==> config.mk <==
export PLATFORM = sky130hd
export DESIGN_NAME = keypad_code_lock
export DESIGN_NICKNAME = d
export VERILOG_FILES = /design/src/kcl_pkg.sv /design/src/kcl_code_store.sv /design/src/keypad_code_lock.sv
export SDC_FILE = /design/constraint.sdc
export NUM_CORES = 1
export LEC_CHECK = 0
export BUFFER_PORTS_ARGS = -buffer_cell sky130_fd_sc_hd__buf_2
export CAP_MARGIN = 40
export CORE_MARGIN = 5
export CORE_UTILIZATION = 50
export DETAILED_ROUTE_END_ITERATION = 7
export PLACE_DENSITY = 0.76
export SYNTH_ARGS = -nofsm -noshare
export SYNTH_HDL_FRONTEND = slang
export SYNTH_SLANG_ARGS = --single-unit
==> constraint.sdc <==
create_clock -name clock -period 5.5 [get_ports clock]
set_input_delay 0.275 -clock clock [delete_from_list [all_inputs] [get_ports clock]]
set_output_delay 0.275 -clock clock [all_outputs]
set_load 0.05 [all_outputs]
==> src/kcl_pkg.sv <==
// Shared types and constants for the keypad code lock.
package kcl_pkg;

   typedef enum logic [2:0] {
      PH_LEN  = 3'd0,
      PH_SET  = 3'd1,
      PH_REP  = 3'd2,
      PH_IDLE = 3'd3,
      PH_VER  = 3'd4,
      PH_NEW  = 3'd5,
      PH_LOCK = 3'd6
   } phase_type;

   typedef enum logic [3:0] {
      EV_NONE       = 4'd0,
      EV_KEY        = 4'd1,
      EV_SETUP_DONE = 4'd2,
      EV_MISMATCH   = 4'd3,
      EV_LEN_REJECT = 4'd4,
      EV_WRONG      = 4'd5,
      EV_OPEN       = 4'd6,
      EV_LOCK_START = 4'd7,
      EV_LOCK_END   = 4'd8,
      EV_CHANGED    = 4'd9
   } event_type;

   // control register indexes
   localparam logic [1:0] CSR_MAX_WRONG = 2'd0;
   localparam logic [1:0] CSR_LOCK_TICKS = 2'd1;

   localparam logic       OP_KEY  = 1'b0;
   localparam logic       OP_TICK = 1'b1;

   localparam logic [7:0] KEY_STAR = 8'd42;
   localparam logic [7:0] KEY_HASH = 8'd35;

   localparam logic [7:0] LEN_MIN = 8'd4;
   localparam logic [7:0] LEN_MAX = 8'd6;
   localparam logic [2:0] LEN_RESET = 3'd4;

   localparam logic [3:0] FAIL_SAT = 4'd15;
   localparam logic [3:0] MAX_WRONG_RESET = 4'd3;
   localparam logic [7:0] LOCK_TICKS_RESET = 8'd10;

   // write strobes into the code store
   typedef struct packed {
      logic stage_we;
      logic store_we;
      logic copy_all;
   } store_ctl_type;

endpackage

==> src/kcl_code_store.sv <==
// Staged and stored code digit registers with indexed read and write.
module kcl_code_store #(
   parameter int MAX_DIGITS = 6
) (
   input  logic                          clock,
   input  kcl_pkg::store_ctl_type        ctl,
   input  logic [$clog2(MAX_DIGITS)-1:0] idx,
   input  logic [7:0]                    wdata,
   output logic [7:0]                    staged_rd,
   output logic [7:0]                    stored_rd
);

   logic [7:0] staged_ff [MAX_DIGITS];
   logic [7:0] stored_ff [MAX_DIGITS];

   always_ff @(posedge clock) begin
      if (ctl.stage_we) begin
         staged_ff[idx] <= wdata;
      end
      if (ctl.copy_all) begin
         stored_ff <= staged_ff;
      end else if (ctl.store_we) begin
         stored_ff[idx] <= wdata;
      end
   end

   assign staged_rd = staged_ff[idx];
   assign stored_rd = stored_ff[idx];

endmodule

==> src/keypad_code_lock.sv <==
// Top level of the keypad code lock controller.
// A request is held in the input register, then its result in the result register.
// Throughput: one item per cycle unless the result channel stalls; the whole update is one pass
//   of phase logic and one digit compare between the input register and the result register.
// Reset (synchronous): set-length phase, code length 4, counters cleared, limits 3 and 10.
// Code digits are not reset; setup writes every digit before it is compared.
module keypad_code_lock #(
   parameter int MAX_DIGITS = 6
) (
   input  logic       clock,
   input  logic       reset,
   // request channel
   input  logic       req_valid,
   output logic       req_ready,
   input  logic       req_op,
   input  logic [7:0] req_key_code,
   // result channel
   output logic       rsp_valid,
   input  logic       rsp_ready,
   output logic [3:0] rsp_event_res,
   output logic [2:0] rsp_phase,
   output logic [3:0] rsp_wrong_attempts,
   output logic [7:0] rsp_lockout_remaining,
   // control register writes
   input  logic       csr_valid,
   output logic       csr_ready,
   input  logic [1:0] csr_index,
   input  logic [7:0] csr_wdata
);

   localparam int PW    = $clog2(MAX_DIGITS);
   localparam int CMP_W = PW + 4;

   // ---- control registers ----
   logic [3:0] max_wrong_ff;
   logic [7:0] lock_ticks_ff;

   assign csr_ready = 1'b1;

   always_ff @(posedge clock) begin
      if (reset) begin
         max_wrong_ff  <= kcl_pkg::MAX_WRONG_RESET;
         lock_ticks_ff <= kcl_pkg::LOCK_TICKS_RESET;
      end else if (csr_valid) begin
         if (csr_index == kcl_pkg::CSR_MAX_WRONG) begin
            max_wrong_ff <= csr_wdata[3:0];
         end else if (csr_index == kcl_pkg::CSR_LOCK_TICKS) begin
            lock_ticks_ff <= csr_wdata;
         end
      end
   end

   // ---- input register ----
   logic       in_valid_ff;
   logic       in_op_ff;
   logic [7:0] in_key_ff;
   logic       rsp_valid_ff;
   logic       fire;

   // the item in the input register is processed once the result register can take it
   assign fire      = in_valid_ff && (!rsp_valid_ff || rsp_ready);
   assign req_ready = !in_valid_ff || fire;

   always_ff @(posedge clock) begin
      if (reset) begin
         in_valid_ff <= 1'b0;
      end else if (req_ready) begin
         in_valid_ff <= req_valid;
      end
   end

   always_ff @(posedge clock) begin
      if (req_valid && req_ready) begin
         in_op_ff  <= req_op;
         in_key_ff <= req_key_code;
      end
   end

   // ---- lock state ----
   kcl_pkg::phase_type phase_ff, phase_in;
   logic [2:0]         code_len_ff, code_len_in;
   logic [PW-1:0]      digit_pos_ff, digit_pos_in;
   logic [3:0]         fail_ff, fail_in;
   logic               open_req_ff, open_req_in;
   logic [7:0]         lock_cnt_ff, lock_cnt_in;
   kcl_pkg::event_type ev_in;
   kcl_pkg::store_ctl_type store_ctl;

   logic [7:0]    staged_rd;
   logic [7:0]    stored_rd;
   logic          last_digit;
   logic [PW-1:0] pos_next;
   logic          len_ok;
   logic [3:0]    fail_inc;
   logic          is_tick;
   logic          lock_done;

   kcl_code_store #(
      .MAX_DIGITS(MAX_DIGITS)
   ) u_store (
      .clock    (clock),
      .ctl      (store_ctl),
      .idx      (digit_pos_ff),
      .wdata    (in_key_ff),
      .staged_rd(staged_rd),
      .stored_rd(stored_rd)
   );

   // digit position never reaches the code length, so it always indexes a real digit
   assign last_digit = (CMP_W'(digit_pos_ff) + CMP_W'(1)) >= CMP_W'(code_len_ff);
   assign pos_next   = digit_pos_ff + PW'(1);
   assign len_ok     = (in_key_ff >= kcl_pkg::LEN_MIN) && (in_key_ff <= kcl_pkg::LEN_MAX)
                       && (32'(in_key_ff) <= MAX_DIGITS);
   assign fail_inc   = (fail_ff == kcl_pkg::FAIL_SAT) ? fail_ff : fail_ff + 4'd1;
   assign is_tick    = (in_op_ff == kcl_pkg::OP_TICK);
   assign lock_done  = (lock_cnt_ff <= 8'd1);

   // next phase
   always_comb begin
      phase_in = phase_ff;
      if (is_tick) begin
         if (phase_ff == kcl_pkg::PH_LOCK && lock_done) begin
            phase_in = kcl_pkg::PH_IDLE;
         end
      end else begin
         unique case (phase_ff)
            kcl_pkg::PH_LEN: begin
               if (len_ok) phase_in = kcl_pkg::PH_SET;
            end
            kcl_pkg::PH_SET: begin
               if (last_digit) phase_in = kcl_pkg::PH_REP;
            end
            kcl_pkg::PH_REP: begin
               if (in_key_ff != staged_rd) phase_in = kcl_pkg::PH_LEN;
               else if (last_digit) phase_in = kcl_pkg::PH_IDLE;
            end
            kcl_pkg::PH_IDLE: begin
               if (in_key_ff == kcl_pkg::KEY_HASH || in_key_ff == kcl_pkg::KEY_STAR) begin
                  phase_in = kcl_pkg::PH_VER;
               end
            end
            kcl_pkg::PH_VER: begin
               if (in_key_ff != stored_rd) begin
                  if (fail_inc >= max_wrong_ff) phase_in = kcl_pkg::PH_LOCK;
               end else if (last_digit) begin
                  phase_in = open_req_ff ? kcl_pkg::PH_IDLE : kcl_pkg::PH_NEW;
               end
            end
            kcl_pkg::PH_NEW: begin
               if (last_digit) phase_in = kcl_pkg::PH_IDLE;
            end
            kcl_pkg::PH_LOCK: begin
               phase_in = phase_ff;
            end
            default: begin
               phase_in = phase_ff;
            end
         endcase
      end
   end

   // event code, counters and digit store strobes
   always_comb begin
      ev_in        = kcl_pkg::EV_NONE;
      code_len_in  = code_len_ff;
      digit_pos_in = digit_pos_ff;
      fail_in      = fail_ff;
      open_req_in  = open_req_ff;
      lock_cnt_in  = lock_cnt_ff;
      store_ctl    = '0;
      if (is_tick) begin
         if (phase_ff == kcl_pkg::PH_LOCK) begin
            if (lock_done) begin
               lock_cnt_in  = 8'd0;
               fail_in      = 4'd0;
               digit_pos_in = '0;
               ev_in        = kcl_pkg::EV_LOCK_END;
            end else begin
               lock_cnt_in = lock_cnt_ff - 8'd1;
            end
         end
      end else begin
         unique case (phase_ff)
            kcl_pkg::PH_LEN: begin
               if (len_ok) begin
                  code_len_in  = in_key_ff[2:0];
                  digit_pos_in = '0;
                  ev_in        = kcl_pkg::EV_KEY;
               end else begin
                  ev_in = kcl_pkg::EV_LEN_REJECT;
               end
            end
            kcl_pkg::PH_SET: begin
               store_ctl.stage_we = fire;
               digit_pos_in       = last_digit ? '0 : pos_next;
               ev_in              = kcl_pkg::EV_KEY;
            end
            kcl_pkg::PH_REP: begin
               if (in_key_ff != staged_rd) begin
                  digit_pos_in = '0;
                  ev_in        = kcl_pkg::EV_MISMATCH;
               end else if (last_digit) begin
                  store_ctl.copy_all = fire;
                  digit_pos_in       = '0;
                  ev_in              = kcl_pkg::EV_SETUP_DONE;
               end else begin
                  digit_pos_in = pos_next;
                  ev_in        = kcl_pkg::EV_KEY;
               end
            end
            kcl_pkg::PH_IDLE: begin
               if (in_key_ff == kcl_pkg::KEY_HASH || in_key_ff == kcl_pkg::KEY_STAR) begin
                  open_req_in  = (in_key_ff == kcl_pkg::KEY_HASH);
                  fail_in      = 4'd0;
                  digit_pos_in = '0;
                  ev_in        = kcl_pkg::EV_KEY;
               end
            end
            kcl_pkg::PH_VER: begin
               if (in_key_ff != stored_rd) begin
                  digit_pos_in = '0;
                  fail_in      = fail_inc;
                  if (fail_inc >= max_wrong_ff) begin
                     lock_cnt_in = lock_ticks_ff;
                     ev_in       = kcl_pkg::EV_LOCK_START;
                  end else begin
                     ev_in = kcl_pkg::EV_WRONG;
                  end
               end else if (last_digit) begin
                  fail_in      = 4'd0;
                  digit_pos_in = '0;
                  ev_in        = open_req_ff ? kcl_pkg::EV_OPEN : kcl_pkg::EV_KEY;
               end else begin
                  digit_pos_in = pos_next;
                  ev_in        = kcl_pkg::EV_KEY;
               end
            end
            kcl_pkg::PH_NEW: begin
               // code change writes straight into the stored code, no repeat
               store_ctl.store_we = fire;
               digit_pos_in       = last_digit ? '0 : pos_next;
               ev_in              = last_digit ? kcl_pkg::EV_CHANGED : kcl_pkg::EV_KEY;
            end
            kcl_pkg::PH_LOCK: begin
               ev_in = kcl_pkg::EV_NONE;
            end
            default: begin
               ev_in = kcl_pkg::EV_NONE;
            end
         endcase
      end
   end

   always_ff @(posedge clock) begin
      if (reset) begin
         phase_ff     <= kcl_pkg::PH_LEN;
         code_len_ff  <= kcl_pkg::LEN_RESET;
         digit_pos_ff <= '0;
         fail_ff      <= 4'd0;
         open_req_ff  <= 1'b0;
         lock_cnt_ff  <= 8'd0;
      end else if (fire) begin
         phase_ff     <= phase_in;
         code_len_ff  <= code_len_in;
         digit_pos_ff <= digit_pos_in;
         fail_ff      <= fail_in;
         open_req_ff  <= open_req_in;
         lock_cnt_ff  <= lock_cnt_in;
      end
   end

   // ---- result register ----
   logic [3:0] rsp_event_ff;
   logic [2:0] rsp_phase_ff;
   logic [3:0] rsp_fail_ff;
   logic [7:0] rsp_lock_ff;

   always_ff @(posedge clock) begin
      if (reset) begin
         rsp_valid_ff <= 1'b0;
      end else if (fire) begin
         rsp_valid_ff <= 1'b1;
      end else if (rsp_ready) begin
         rsp_valid_ff <= 1'b0;
      end
   end

   always_ff @(posedge clock) begin
      if (fire) begin
         rsp_event_ff <= ev_in;
         rsp_phase_ff <= phase_in;
         rsp_fail_ff  <= fail_in;
         rsp_lock_ff  <= (phase_in == kcl_pkg::PH_LOCK) ? lock_cnt_in : 8'd0;
      end
   end

   assign rsp_valid             = rsp_valid_ff;
   assign rsp_event_res         = rsp_event_ff;
   assign rsp_phase             = rsp_phase_ff;
   assign rsp_wrong_attempts    = rsp_fail_ff;
   assign rsp_lockout_remaining = rsp_lock_ff;

`ifndef ASSERT_OFF
   a_pos_in_code: assert property (@(posedge clock) disable iff (reset)
      CMP_W'(digit_pos_ff) < CMP_W'(code_len_ff))
      else $error("digit position reached code length");

   a_len_range: assert property (@(posedge clock) disable iff (reset)
      (code_len_ff >= 3'd4) && (code_len_ff <= 3'd6))
      else $error("code length out of range");

   a_fire_gives_rsp: assert property (@(posedge clock) disable iff (reset)
      fire |=> rsp_valid_ff)
      else $error("processed item produced no result");

   a_item_kept: assert property (@(posedge clock) disable iff (reset)
      (in_valid_ff && !fire) |=> (in_valid_ff && $stable(in_key_ff) && $stable(in_op_ff)))
      else $error("pending item lost from input register");

   a_lock_zero: assert property (@(posedge clock) disable iff (reset)
      (rsp_valid_ff && rsp_phase_ff != kcl_pkg::PH_LOCK) |-> (rsp_lock_ff == 8'd0))
      else $error("lockout count shown outside lockout");
`endif

endmodule
==> results of run 1 <==
kinds of logic after synthesis:
| logic type | after synthesis | synth area share (%) |
|---|---|---|
| mux | 47 | 6.76 |
| flops | 160 | 55.1 |
| other cells | 1 | 0.0465 |
| xor+xnor | 19 | 2.06 |
| buf+inv | 77 | 4.31 |
| fa+ha+maj | 11 | 1.71 |
| simple gates | 276 | 16.2 |
| compound gates | 175 | 13.8 |
critical path: stages (launching register included):
cell and delay [ns]:
dfxtp_1 0.31, buf_4 0.35, nand2b_1 0.32, nor2_1 0.10, or4_1 0.50, a221o_1 0.36, nor4_2 0.57, and3_1 0.25
buf_4 0.45, a21o_1 0.42
layer usage:
metal	vias up	wire length (um)	global-route usage, %
met4	0	573	9.65
met3	52	2120	6.51
li1	2854	-	-
met2	376	8390	30.7
met5	-	0	0
met1	2795	8510	31.7
registers in the layout, summed over array words and instances (netlist names), 4 cells and up:
name                   cells
lock_ticks_ff              8
u_store.staged_ff         48
fail_ff                    4
lock_cnt_ff                8
rsp_lockout_remaining      8
rsp_wrong_attempts         4
u_store.stored_ff         48
max_wrong_ff               4
in_key_ff                  8
rsp_event_res              4
cell type report:
class                           count  area share, %
Inverter                           27           1.12
Clock inverter                     15           1.93
Multi-Input combinational cell    529           36.3
Sequential cell                   160           49.3
Tap cell                          216           3.00
Timing Repair Buffer               59           3.61
Clock buffer                       17           4.72
cells in the mapped netlist (3+ instances only):
master	n
o32ai_1	8
nand3b_1	3
a222oi_1	6
nand2b_1	16
xor2_1	7
a31oi_1	3
nand3_1	12
o21ai_0	75
a21o_1	12
ha_1	11
inv_1	27
clkbuf_1	30
nor3b_1	4
buf_6	5
o21a_1	3
a21oi_1	32
buf_2	10
nand2_1	122
and3_1	6
edfxtp_1	124
nor2_1	58
mux2i_1	35
or3_1	5
nand4_1	8
dfxtp_1	36
mux2_2	6
o31ai_1	4
a211o_1	5
xnor2_1	12
a311oi_1	4
and2_1	5
nor4_1	3
mux4_2	5
nor3_1	20
nor2b_1	3
a211oi_1	4
per-stage QoR:
| step | cell area, sq um | total power [mW] | setup WS (ns) |
|---|---|---|---|
| global placement | 8390 | 1.47 | 1.61 |
| detailed placement | 8420 | 1.47 | 1.58 |
| floorplan | 8070 | 1.43 | 2.44 |
| CTS | 9010 | 2.65 | 1.55 |
| global route | 9010 | 2.72 | 1.21 |
| finish | 9010 | 2.64 | 1.48 |
cells in the final DEF (no fill, tap or decap), drive strengths merged, types with 4 or more instances in the layout:
cell type	Yosys	layout
edfxtp	124	124
nand2	122	122
o21ai	76	76
buf	19	59
nor2	58	58
dfxtp	36	36
mux2i	35	35
inv	27	34
a21oi	32	32
nor3	20	20
clkbuf	31	17
nand2b	16	16
nand3	13	13
xnor2	12	12
a21o	12	12
ha	11	11
nand4	8	8
o32ai	8	8
xor2	7	7
mux2	7	7
a222oi	6	6
and3	6	6
and2	6	6
a211oi	6	6
nor4	6	6
mux4	5	5
or3	5	5
a211o	5	5
o31ai	4	4
nor3b	4	4
a311oi	4	4
nand3b	4	4
worst min path at each step:
stage / end / slack (ns) / depth (start not counted)
after floorplan: in_key_ff[0]$_DFFE_PP_ / 0.37 / 0
after global placement: code_len_ff[2]$_SDFFE_PP1P_ / 0.43 / 1
after detailed placement: code_len_ff[2]$_SDFFE_PP1P_ / 0.43 / 1
after CTS: in_key_ff[2]$_DFFE_PP_ / 0.004 / 1
after global routing: in_op_ff$_DFFE_PP_ / 0.001 / 1
final: in_key_ff[2]$_DFFE_PP_ / 0.02 / 1
where the power goes:
group	internal [mW]	switching, mW
combinational	0.0326	0.0725
clock	0.683	0.508
sequential	1.31	0.0283
==> flow_results.xml, run 1 <==
<?xml version="1.0" encoding="UTF-8"?>
<metrics>
  <group name="synthesis">
    <metric name="synthesis.area" unit="sq mm">0.00807</metric>
    <metric name="yosys_warnings" unit="">0</metric>
    <metric name="top_flip_flop_cell_by_instance_count_after_synthesis" unit="">edfxtp_1</metric>
    <metric name="synth_enable_flop_cells" unit="">124</metric>
    <metric name="netlist.top_cell.by_area" unit="">edfxtp_1</metric>
    <metric name="ys_types" unit="">64</metric>
    <metric name="syn-instance-count" unit="">766</metric>
    <metric name="yosys-top-cells-area" unit="">edfxtp_1 46%, dfxtp_1 8.9%, nand2_1 5.7%</metric>
    <metric name="syn-num-nets" unit="">801</metric>
    <metric name="average_size_of_a_mapped_cell" unit="sq um">10.5</metric>
    <metric name="ys_async_sr_fraction" unit="%">0</metric>
    <metric name="seq_area_frac_synth" unit="%">55.1</metric>
    <metric name="ys_ff_latch" unit="">160</metric>
    <metric name="synth_top_area_share" unit="%">46.2</metric>
  </group>
  <group name="cells_and_area">
    <metric name="area_of_combinational_cells_with_multiple_inputs" unit="sq mm">0.00327</metric>
    <metric name="diodes" unit="">0</metric>
    <metric name="instances_no_fill" unit="">1023</metric>
    <metric name="drive_above_1_share" unit="%">14.4</metric>
    <metric name="layout-area-overhead-vs-synth" unit="%">11.8</metric>
    <metric name="register_area" unit="sq mm">0.00445</metric>
    <metric name="num-nets-final" unit="">829</metric>
    <metric name="nFillCells" unit="">1330</metric>
    <metric name="layout.core_utilization" unit="%">57.0</metric>
  </group>
  <group name="placed_design">
    <metric name="gp_congestion" unit="">0.891</metric>
    <metric name="port_buffers" unit="">44</metric>
    <metric name="post-place-cells" unit="">991</metric>
    <metric name="place_hpwl" unit="um">13100</metric>
  </group>
  <group name="sta">
    <metric name="max_slew_margin" unit="%">46.4</metric>
    <metric name="worst_clock_skew" unit="ns">0.00948</metric>
    <metric name="period_needed" unit="ns">4.02</metric>
    <metric name="timing.final.setup_violations" unit="">0</metric>
    <metric name="post_route_worst_hold_slack" unit="ns">0.0193</metric>
    <metric name="tightestPinTransition" unit="ns">0.802</metric>
    <metric name="rsz0062_at_grt" unit="">no</metric>
    <metric name="finalCritPeriodShare" unit="%">73.1</metric>
    <metric name="finalSetupTns" unit="ns">0</metric>
    <metric name="final_max_slew_viol_count" unit="">0</metric>
    <metric name="finalHoldViolCount" unit="">0</metric>
    <metric name="max_freq" unit="MHz">249</metric>
  </group>
  <group name="clocking">
    <metric name="cts_buffers" unit="">17</metric>
    <metric name="clk_lat_worst_skew" unit="ns">0.43</metric>
    <metric name="ctsResizeCount" unit="">0</metric>
    <metric name="postCtsSetupBuffers" unit="">0</metric>
    <metric name="cts_max_level" unit="">4</metric>
    <metric name="cts-root-buf" unit="">clkbuf_16</metric>
    <metric name="clk_pin_slew" unit="ns">0.07</metric>
    <metric name="cts_tree" unit="">yes</metric>
    <metric name="post_cts_hold_buffer_count" unit="">0</metric>
    <metric name="clock_sink_count" unit="">160</metric>
    <metric name="cts-root-to-sink-buffers" unit="">2</metric>
  </group>
  <group name="worst_setup_path">
    <metric name="timing.critical_path.fanout_max" unit="">54</metric>
    <metric name="crit_start" unit="">digit_pos_ff[2]$_SDFFE_PP0P_</metric>
    <metric name="critPathArrivalTime" unit="ns">4.09</metric>
    <metric name="critical_path.reg2reg.startpoint" unit="">digit_pos_ff[2]$_SDFFE_PP0P_</metric>
    <metric name="critical_path_required" unit="ns">5.57</metric>
    <metric name="critPathCapture" unit="">u_store.stored_ff[11]$_DFFE_PP_</metric>
    <metric name="worst_setup_path_start_kind" unit="">flop</metric>
    <metric name="worst_r2r_path_depth" unit="">9</metric>
    <metric name="capturing_point_of_the_worst_reg2reg_path" unit="">u_store.stored_ff[11]$_DFFE_PP_</metric>
    <metric name="setup.reg_to_reg.worst_slack" unit="ns">1.48</metric>
    <metric name="timing.setup.critical_path_class" unit="">flop to flop</metric>
    <metric name="endpoint_kind" unit="">flop</metric>
  </group>
  <group name="grt">
    <metric name="first_global_vias" unit="">5597</metric>
    <metric name="pin_count_of_the_biggest_net_entering_global_routing" unit="">55</metric>
    <metric name="globalRoute.totalOverflow" unit="">0</metric>
    <metric name="track_usage" unit="%">22.0</metric>
    <metric name="grt_first_pass_wirelength" unit="um">31300</metric>
    <metric name="grt_antenna_before_repair" unit="">0</metric>
  </group>
  <group name="routing">
    <metric name="drtIter0Drc" unit="">808</metric>
    <metric name="drt_pre_antenna_iters" unit="">6</metric>
    <metric name="detail_route.wl_per_cell" unit="um">19.2</metric>
    <metric name="route.detailed.vias_per_inst" unit="">5.94</metric>
    <metric name="num_vias" unit="">6077</metric>
    <metric name="route.antenna.remaining_nets" unit="">0</metric>
    <metric name="totalWireLength" unit="um">19600</metric>
    <metric name="drt_drc_violations_left" unit="">0</metric>
  </group>
  <group name="outcome">
    <metric name="run_status" unit="">complete, no violations</metric>
  </group>
  <group name="die">
    <metric name="initial_core_utilization" unit="%">51.0</metric>
    <metric name="io-pin-count" unit="">46</metric>
    <metric name="dieArea" unit="sq mm">0.0188</metric>
    <metric name="row_count" unit="">46</metric>
    <metric name="placeableCoreArea" unit="sq mm">0.0158</metric>
    <metric name="die_x" unit="um">137</metric>
    <metric name="die_y" unit="um">137</metric>
  </group>
  <group name="hold_path">
    <metric name="hp-class" unit="">primary input to flop</metric>
    <metric name="worstHoldStart" unit="">req_key_code[2]</metric>
  </group>
  <group name="power">
    <metric name="power.density" unit="mW/mm^2">293</metric>
    <metric name="worst_ir_drop_vdd" unit="uV">251</metric>
    <metric name="power.static_leakage" unit="nW">3.03</metric>
  </group>
  <group name="job">
    <metric name="maxCapViolations" unit="">0</metric>
  </group>
</metrics>
Note: power is estimated with default switching activity, not from simulation.
==> run 2, diff against run 1 <==
PLACE_DENSITY = 0.79   (was 0.76)
clock period = 3.2 ns   (was 5.5 ns; I/O delays follow)
==> run 2 against run 1 <==
Against the previous run:
- cell count rose by 5.6%
- setup slack got worse by 1.4 ns
- count of clock-buffer cells in the layout unchanged
- largest power group unchanged
- highest routed layer unchanged
==> flow_results.xml, run 2 (same netlist as run 1, synthesis figures left out) <==
<?xml version="1.0" encoding="UTF-8"?>
<metrics>
  <group name="cells_and_area">
    <metric name="layout.core_utilization" unit="%">61.3</metric>
    <metric name="diodes" unit="">0</metric>
    <metric name="area_of_combinational_cells_with_multiple_inputs" unit="sq mm">0.00337</metric>
    <metric name="largest_registers" unit="">u_store.staged_ff: 48 flops, u_store.stored_ff: 48 flops</metric>
    <metric name="num-nets-final" unit="">886</metric>
    <metric name="register_area" unit="sq mm">0.00445</metric>
    <metric name="final_common_cell" unit="">edfxtp_1</metric>
    <metric name="drive_above_1_share" unit="%">19.6</metric>
    <metric name="layout-area-overhead-vs-synth" unit="%">20.3</metric>
    <metric name="nFillCells" unit="">1194</metric>
    <metric name="final_cell_mix" unit="">124 x edfxtp_1, 122 x nand2_1, 74 x o21ai_0, 57 x nor2_1, 47 x buf_4</metric>
    <metric name="instances_no_fill" unit="">1080</metric>
  </group>
  <group name="hold_path">
    <metric name="hold_depth" unit="">4</metric>
    <metric name="worstHoldStart" unit="">rsp_ready</metric>
    <metric name="hp-class" unit="">primary input to flop</metric>
    <metric name="min_to" unit="">rsp_valid$_SDFFE_PP0P_</metric>
  </group>
  <group name="clocking">
    <metric name="cts-root-buf" unit="">clkbuf_16</metric>
    <metric name="cts-root-to-sink-buffers" unit="">2</metric>
    <metric name="clk_pin_slew" unit="ns">0.07</metric>
    <metric name="clock_sink_count" unit="">160</metric>
    <metric name="cts_tree" unit="">yes</metric>
    <metric name="clk_lat_worst_skew" unit="ns">0.43</metric>
    <metric name="cts_max_level" unit="">4</metric>
    <metric name="cts_buffers" unit="">17</metric>
  </group>
  <group name="power">
    <metric name="worst_ir_drop_vdd" unit="uV">467</metric>
    <metric name="total_power" unit="mW">4.61</metric>
    <metric name="power.static_leakage" unit="nW">3.36</metric>
    <metric name="power.density" unit="mW/mm^2">475</metric>
  </group>
  <group name="worst_setup_path">
    <metric name="critical_path.reg2reg.startpoint" unit="">digit_pos_ff[0]$_SDFFE_PP0P_</metric>
    <metric name="worst_r2r_path_depth" unit="">10</metric>
    <metric name="timing.setup.critical_path_class" unit="">flop to flop</metric>
    <metric name="timing.critical_path.fanout_max" unit="">24</metric>
    <metric name="worst_setup_path_start_kind" unit="">flop</metric>
    <metric name="critical_path_required" unit="ns">3.34</metric>
    <metric name="capturing_point_of_the_worst_reg2reg_path" unit="">u_store.stored_ff[18]$_DFFE_PP_</metric>
    <metric name="setup.reg_to_reg.worst_slack" unit="ns">0.05</metric>
    <metric name="critPathArrivalTime" unit="ns">3.29</metric>
    <metric name="endpoint_kind" unit="">flop</metric>
  </group>
  <group name="placed_design">
    <metric name="gp_congestion" unit="">0.963</metric>
    <metric name="port_buffers" unit="">44</metric>
    <metric name="place_hpwl" unit="um">14600</metric>
    <metric name="post-place-cells" unit="">1022</metric>
  </group>
  <group name="grt">
    <metric name="grt_first_pass_wirelength" unit="um">33100</metric>
    <metric name="grt_util_met1" unit="%">33.5</metric>
    <metric name="first_global_vias" unit="">6002</metric>
    <metric name="grt.met3_usage" unit="%">5.70</metric>
    <metric name="globalRoute.busiestLayer" unit="">met2</metric>
    <metric name="grt_antenna_before_repair" unit="">0</metric>
    <metric name="grt.met2_usage" unit="%">33.6</metric>
    <metric name="track_usage" unit="%">23.1</metric>
    <metric name="pin_count_of_the_biggest_net_entering_global_routing" unit="">49</metric>
    <metric name="globalRoute.totalOverflow" unit="">0</metric>
  </group>
  <group name="sta">
    <metric name="worst_clock_skew" unit="ns">0.0104</metric>
    <metric name="timing.final.setup_violations" unit="">0</metric>
    <metric name="rsz0062_at_grt" unit="">yes</metric>
    <metric name="final_max_slew_viol_count" unit="">0</metric>
    <metric name="period_needed" unit="ns">3.15</metric>
    <metric name="finalHoldViolCount" unit="">0</metric>
    <metric name="max_freq" unit="MHz">317</metric>
    <metric name="tightestPinTransition" unit="ns">0.794</metric>
    <metric name="max_slew_margin" unit="%">47.0</metric>
    <metric name="finalCritPeriodShare" unit="%">98.6</metric>
  </group>
  <group name="die">
    <metric name="initial_core_utilization" unit="%">51.0</metric>
    <metric name="die_x" unit="um">137</metric>
    <metric name="io-pin-count" unit="">46</metric>
    <metric name="dieArea" unit="sq mm">0.0188</metric>
    <metric name="die_y" unit="um">137</metric>
    <metric name="row_count" unit="">46</metric>
    <metric name="placeableCoreArea" unit="sq mm">0.0158</metric>
  </group>
  <group name="outcome">
    <metric name="run_status" unit="">complete, no violations</metric>
  </group>
  <group name="routing">
    <metric name="totalWireLength" unit="um">21300</metric>
    <metric name="route.detailed.vias_per_inst" unit="">6.00</metric>
    <metric name="num_vias" unit="">6480</metric>
    <metric name="route.antenna.remaining_nets" unit="">0</metric>
    <metric name="drtIter0Drc" unit="">842</metric>
    <metric name="drt_pre_antenna_iters" unit="">7</metric>
    <metric name="drt_drc_violations_left" unit="">0</metric>
    <metric name="detail_route.wl_per_cell" unit="um">19.8</metric>
  </group>
  <group name="job">
    <metric name="maxCapViolations" unit="">0</metric>
  </group>
</metrics>
==> run 2: cell count changes in the layout (fill, tap and decap cells not counted), sizes merged <==
cell,before,now
buf,59,97
bufinv,2,3
clkbuf,17,18
clkinv,3,5
clkinvlp,3,2
dlygate4sd3,0,18
inv,34,32
==> run 2: worst max-delay path, cell delays in order, from the launching register on <==
cell     delay [ns]
dfxtp_2        0.34
buf_12         0.16
mux2i_1        0.30
nor3_1         0.10
or4_1          0.41
a221o_1        0.40
nor3_2         0.20
nand4_1        0.17
and4b_2        0.42
buf_12         0.18
o21ai_0        0.17
==> run 2: how the worst max path moves through the flow <==
| stage | startpoint | endpoint | cells after the start |
|---|---|---|---|
| final | digit_pos_ff[0]$_SDFFE_PP0P_ | u_store.stored_ff[18]$_DFFE_PP_ | 10 |
| after global routing | digit_pos_ff[0]$_SDFFE_PP0P_ | rsp_lockout_remaining[0]$_SDFFCE_PP0P_ | 12 |
| after CTS | digit_pos_ff[0]$_SDFFE_PP0P_ | rsp_lockout_remaining[4]$_SDFFCE_PP0P_ | 12 |
| after detailed placement | digit_pos_ff[2]$_SDFFE_PP0P_ | rsp_lockout_remaining[7]$_SDFFCE_PP0P_ | 10 |
| after global placement | digit_pos_ff[2]$_SDFFE_PP0P_ | rsp_lockout_remaining[3]$_SDFFCE_PP0P_ | 10 |
| after floorplan | digit_pos_ff[0]$_SDFFE_PP0P_ | u_store.stored_ff[40]$_DFFE_PP_ | 11 |
==> run 2: stage by stage <==
step | hold slack (ns) | setup slack (ns) | setup TNS (ns) | instance area [sq um]
2_1_floorplan | 0.259 | 0.140 | 0 | 8070
4_1_cts | 0.0235 | 0.00681 | 0 | 9520
5_1_grt | 0.0340 | -0.0349 | -0.207 | 9700
3_3_place_gp | 0.337 | -0.0267 | -0.131 | 8720
6_report | 0.0318 | 0.0459 | 0 | 9700
3_5_place_dp | 0.338 | -0.0181 | -0.0454 | 8720
==> run 2: layout make-up <==
cell class | count | share of cell area [%]
tap | 216 | 2.79
sequential | 160 | 45.8
multi-input combinational | 529 | 34.7
clock buffer | 17 | 4.39
clock inverter | 15 | 1.88
timing repair buffer | 116 | 9.29
inverter | 27 | 1.08
==> run 2: power breakdown <==
part	internal [mW]	switching (mW)
Clock	1.24	0.847
Combinational	0.0842	0.155
Sequential	2.26	0.0307
==> run 2: metal layers <==
layer | part of all wire, % | vias to the layer above
met2 | 44 | 414
met3 | 11 | 54
met4 | 2.6 | 0
met5 | 0 | -
li1 | - | 2967
met1 | 42 | 3045
==> run 2: repair_timing <==
| action | CTS | global route |
|---|---|---|
| hold buffers | 18 | 0 |
| hold endpoints to repair | 19 | 0 |
| setup endpoints to repair | 8 | 84 |
| cloned | 0 | 1 |
| resized for setup | 3 | 22 |
| pin swaps | 0 | 4 |
| setup buffers | 0 | 7 |
==> run 3, diff against run 2 <==
clock period = 2.8 ns   (was 3.2 ns; I/O delays follow)
==> run 3 against run 2 <==
Against the previous run:
- the flow now finishes with violations (design-rule violations, negative setup slack)
- sequential cell count unchanged
- first-iteration DRC count is 60% higher
- cell count increased by 8.2%
- setup slack got worse by 0.39 ns
- die area unchanged
- clock skew grew 0.0059 ns
- global-route usage up 3.2 points
- wire length rose by 28%
- largest cell class unchanged
- combinational power rose by 33%
- critical path type unchanged
==> flow_results.xml, run 3 (same netlist as run 1, synthesis figures left out) <==
<?xml version="1.0" encoding="UTF-8"?>
<metrics>
  <group name="job">
    <metric name="maxCapViolations" unit="">0</metric>
  </group>
  <group name="clocking">
    <metric name="cts_max_level" unit="">4</metric>
    <metric name="clock_sink_count" unit="">160</metric>
    <metric name="cts_tree" unit="">yes</metric>
    <metric name="cts-root-buf" unit="">clkbuf_16</metric>
    <metric name="cts-root-to-sink-buffers" unit="">2</metric>
    <metric name="clk_pin_slew" unit="ns">0.06</metric>
    <metric name="cts_buffers" unit="">17</metric>
    <metric name="clk_lat_worst_skew" unit="ns">0.44</metric>
  </group>
  <group name="cells_and_area">
    <metric name="num-nets-final" unit="">975</metric>
    <metric name="diodes" unit="">0</metric>
    <metric name="final_cell_mix" unit="">124 x edfxtp_1, 120 x buf_4, 115 x nand2_1, 55 x nor2_1, 44 x buf_2</metric>
    <metric name="layout-area-overhead-vs-synth" unit="%">36.9</metric>
    <metric name="largest_registers" unit="">u_store.staged_ff: 48 flops, u_store.stored_ff: 48 flops</metric>
    <metric name="instances_no_fill" unit="">1169</metric>
    <metric name="final_common_cell" unit="">edfxtp_1</metric>
    <metric name="drive_above_1_share" unit="%">36.6</metric>
    <metric name="nFillCells" unit="">990</metric>
  </group>
  <group name="worst_setup_path">
    <metric name="critical_path_required" unit="ns">2.98</metric>
    <metric name="endpoint_kind" unit="">flop</metric>
    <metric name="crit_family" unit="">simple AND/OR/NAND/NOR gates</metric>
    <metric name="path_cells" unit="">buf_12 -&gt; buf_4 -&gt; mux2i_1 -&gt; nor3_1 -&gt; or3_1 -&gt; a221o_1 -&gt; nor3_2 -&gt; nand4_1 -&gt; and4b_4 -&gt; clkbuf_16 -&gt; o21ai_2</metric>
    <metric name="cpPeakStageDelay" unit="ns">0.55</metric>
    <metric name="cp_slowest_cell" unit="">and4b_4</metric>
    <metric name="worst_setup_path_start_kind" unit="">flop</metric>
    <metric name="timing.setup.critical_path_class" unit="">flop to flop</metric>
    <metric name="critPathArrivalTime" unit="ns">3.33</metric>
    <metric name="path_buf_inv" unit="">3</metric>
    <metric name="timing.critical_path.fanout_max" unit="">8</metric>
  </group>
  <group name="placed_design">
    <metric name="port_buffers" unit="">44</metric>
    <metric name="gp_congestion" unit="">0.927</metric>
    <metric name="place_hpwl" unit="um">15500</metric>
    <metric name="post-place-cells" unit="">1097</metric>
  </group>
  <group name="outcome">
    <metric name="failing_checks" unit="">design-rule violations, negative setup slack</metric>
    <metric name="run_status" unit="">complete, but fails checks</metric>
  </group>
  <group name="sta">
    <metric name="fin_ws" unit="ns">-0.347</metric>
    <metric name="max_slew_margin" unit="%">40.2</metric>
    <metric name="finalCritPeriodShare" unit="%">112</metric>
    <metric name="timing.final.setup_violations" unit="">126</metric>
    <metric name="rsz0062_at_grt" unit="">yes</metric>
    <metric name="tightestPinTransition" unit="ns">0.894</metric>
    <metric name="max_freq" unit="MHz">318</metric>
    <metric name="post_route_worst_hold_slack" unit="ns">0.0272</metric>
    <metric name="worst_clock_skew" unit="ns">0.0162</metric>
    <metric name="period_needed" unit="ns">3.15</metric>
    <metric name="final_max_slew_viol_count" unit="">0</metric>
    <metric name="finalHoldViolCount" unit="">0</metric>
  </group>
  <group name="routing">
    <metric name="drt_drc_violations_left" unit="">2</metric>
    <metric name="num_vias" unit="">7444</metric>
    <metric name="route.detailed.vias_per_inst" unit="">6.37</metric>
    <metric name="route.antenna.remaining_nets" unit="">0</metric>
    <metric name="drt_pre_antenna_iters" unit="">8</metric>
    <metric name="drtIter0Drc" unit="">1351</metric>
    <metric name="totalWireLength" unit="um">27300</metric>
    <metric name="detail_route.wl_per_cell" unit="um">23.4</metric>
  </group>
  <group name="die">
    <metric name="die_x" unit="um">137</metric>
    <metric name="initial_core_utilization" unit="%">51.0</metric>
    <metric name="io-pin-count" unit="">46</metric>
    <metric name="row_count" unit="">46</metric>
    <metric name="placeableCoreArea" unit="sq mm">0.0158</metric>
    <metric name="dieArea" unit="sq mm">0.0188</metric>
    <metric name="die_y" unit="um">137</metric>
  </group>
  <group name="hold_path">
    <metric name="hp-class" unit="">primary input to flop</metric>
  </group>
  <group name="grt">
    <metric name="track_usage" unit="%">26.3</metric>
    <metric name="globalRoute.totalOverflow" unit="">0</metric>
    <metric name="grt_antenna_before_repair" unit="">0</metric>
    <metric name="first_global_vias" unit="">6887</metric>
    <metric name="pin_count_of_the_biggest_net_entering_global_routing" unit="">39</metric>
    <metric name="grt_first_pass_wirelength" unit="um">37400</metric>
  </group>
  <group name="power">
    <metric name="power.density" unit="mW/mm^2">485</metric>
    <metric name="worst_ir_drop_vdd" unit="uV">426</metric>
    <metric name="power.static_leakage" unit="nW">4.01</metric>
  </group>
</metrics>
run 3: cell count changes in the layout (fill, tap and decap cells not counted), moves of 6 or more:
cell	change
o21ai_0	-58
nand2_2	+7
buf_12	+6
mux2i_1	-6
a21o_4	+6
o21ai_4	+6
a21oi_2	+8
a21oi_1	-8
o21ai_2	+42
o21ai_1	+10
buf_4	+73
nand2_1	-7
run 3: cell type report:
class	instances	area (sq um)	share of cell area [%]
multi-input combinational	529	3850	34.9
timing repair buffer	205	1740	15.8
sequential	160	4450	40.3
tap	216	270	2.45
inverter	27	101	0.918
clock buffer	17	425	3.85
clock inverter	15	198	1.79
run 3: power by group:
group / leakage, nW / total, mW / internal [mW] / switching (mW)
clock network: 0.299 / 2.43 / 1.43 / 1.00
logic: 2.36 / 0.319 / 0.113 / 0.205
registers: 1.34 / 2.60 / 2.58 / 0.0291
run 3: worst register-to-register path: cells and delay by family (launching register included):
kind / cells / cell delay [ns]
DFF: 1 / 0.45
buffers and inverters: 3 / 0.51
muxes: 1 / 0.25
and+or+nand+nor: 5 / 1.23
AOI/OAI and AO/OA: 2 / 0.46
run 3: worst paths after layout:
check / start / end / slack (ns) / cells past startpoint
setup / recovery: digit_pos_ff[0]$_SDFFE_PP0P_ / u_store.stored_ff[17]$_DFFE_PP_ / -0.35 / 11
hold / removal: rsp_ready / rsp_valid$_SDFFE_PP0P_ / 0.03 / 4
setup reg to reg: digit_pos_ff[0]$_SDFFE_PP0P_ / u_store.stored_ff[17]$_DFFE_PP_ / -0.35 / 11
hold reg to reg: code_len_ff[2]$_SDFFE_PP1P_ / code_len_ff[2]$_SDFFE_PP1P_ / 0.45 / 1
run 3: routing by layer:
metal	vias to the layer above	track usage (%)	wire length (um)
li1	3130	-	-
met1	3438	36.4	10000
met2	698	39.9	12100
met3	178	6.80	3700
met4	0	9.87	1570
met5	-	0	0
run 3: per-stage QoR:
stage	utilization [%]	area (sq um)	total power, mW	setup WS (ns)	TNS, ns
floorplan	-	8170	2.81	-0.119	-1.95
global placement	59.1	9350	2.91	-0.512	-37.81
detailed placement	59.1	9350	2.92	-0.605	-44.56
CTS	66.6	10500	5.34	-0.169	-8.71
global route	69.7	11000	5.49	-0.420	-37.94
finish	69.7	11000	5.36	-0.347	-28.07
run 3: repair_timing:
action	4_1_cts	5_1_grt
gates cloned	3	6
endpoints found under the setup margin	132	132
endpoints found under the hold margin	20	0
setup buffers	12	4
resized for setup	73	119
pin swaps	6	59
hold buffers	18	0
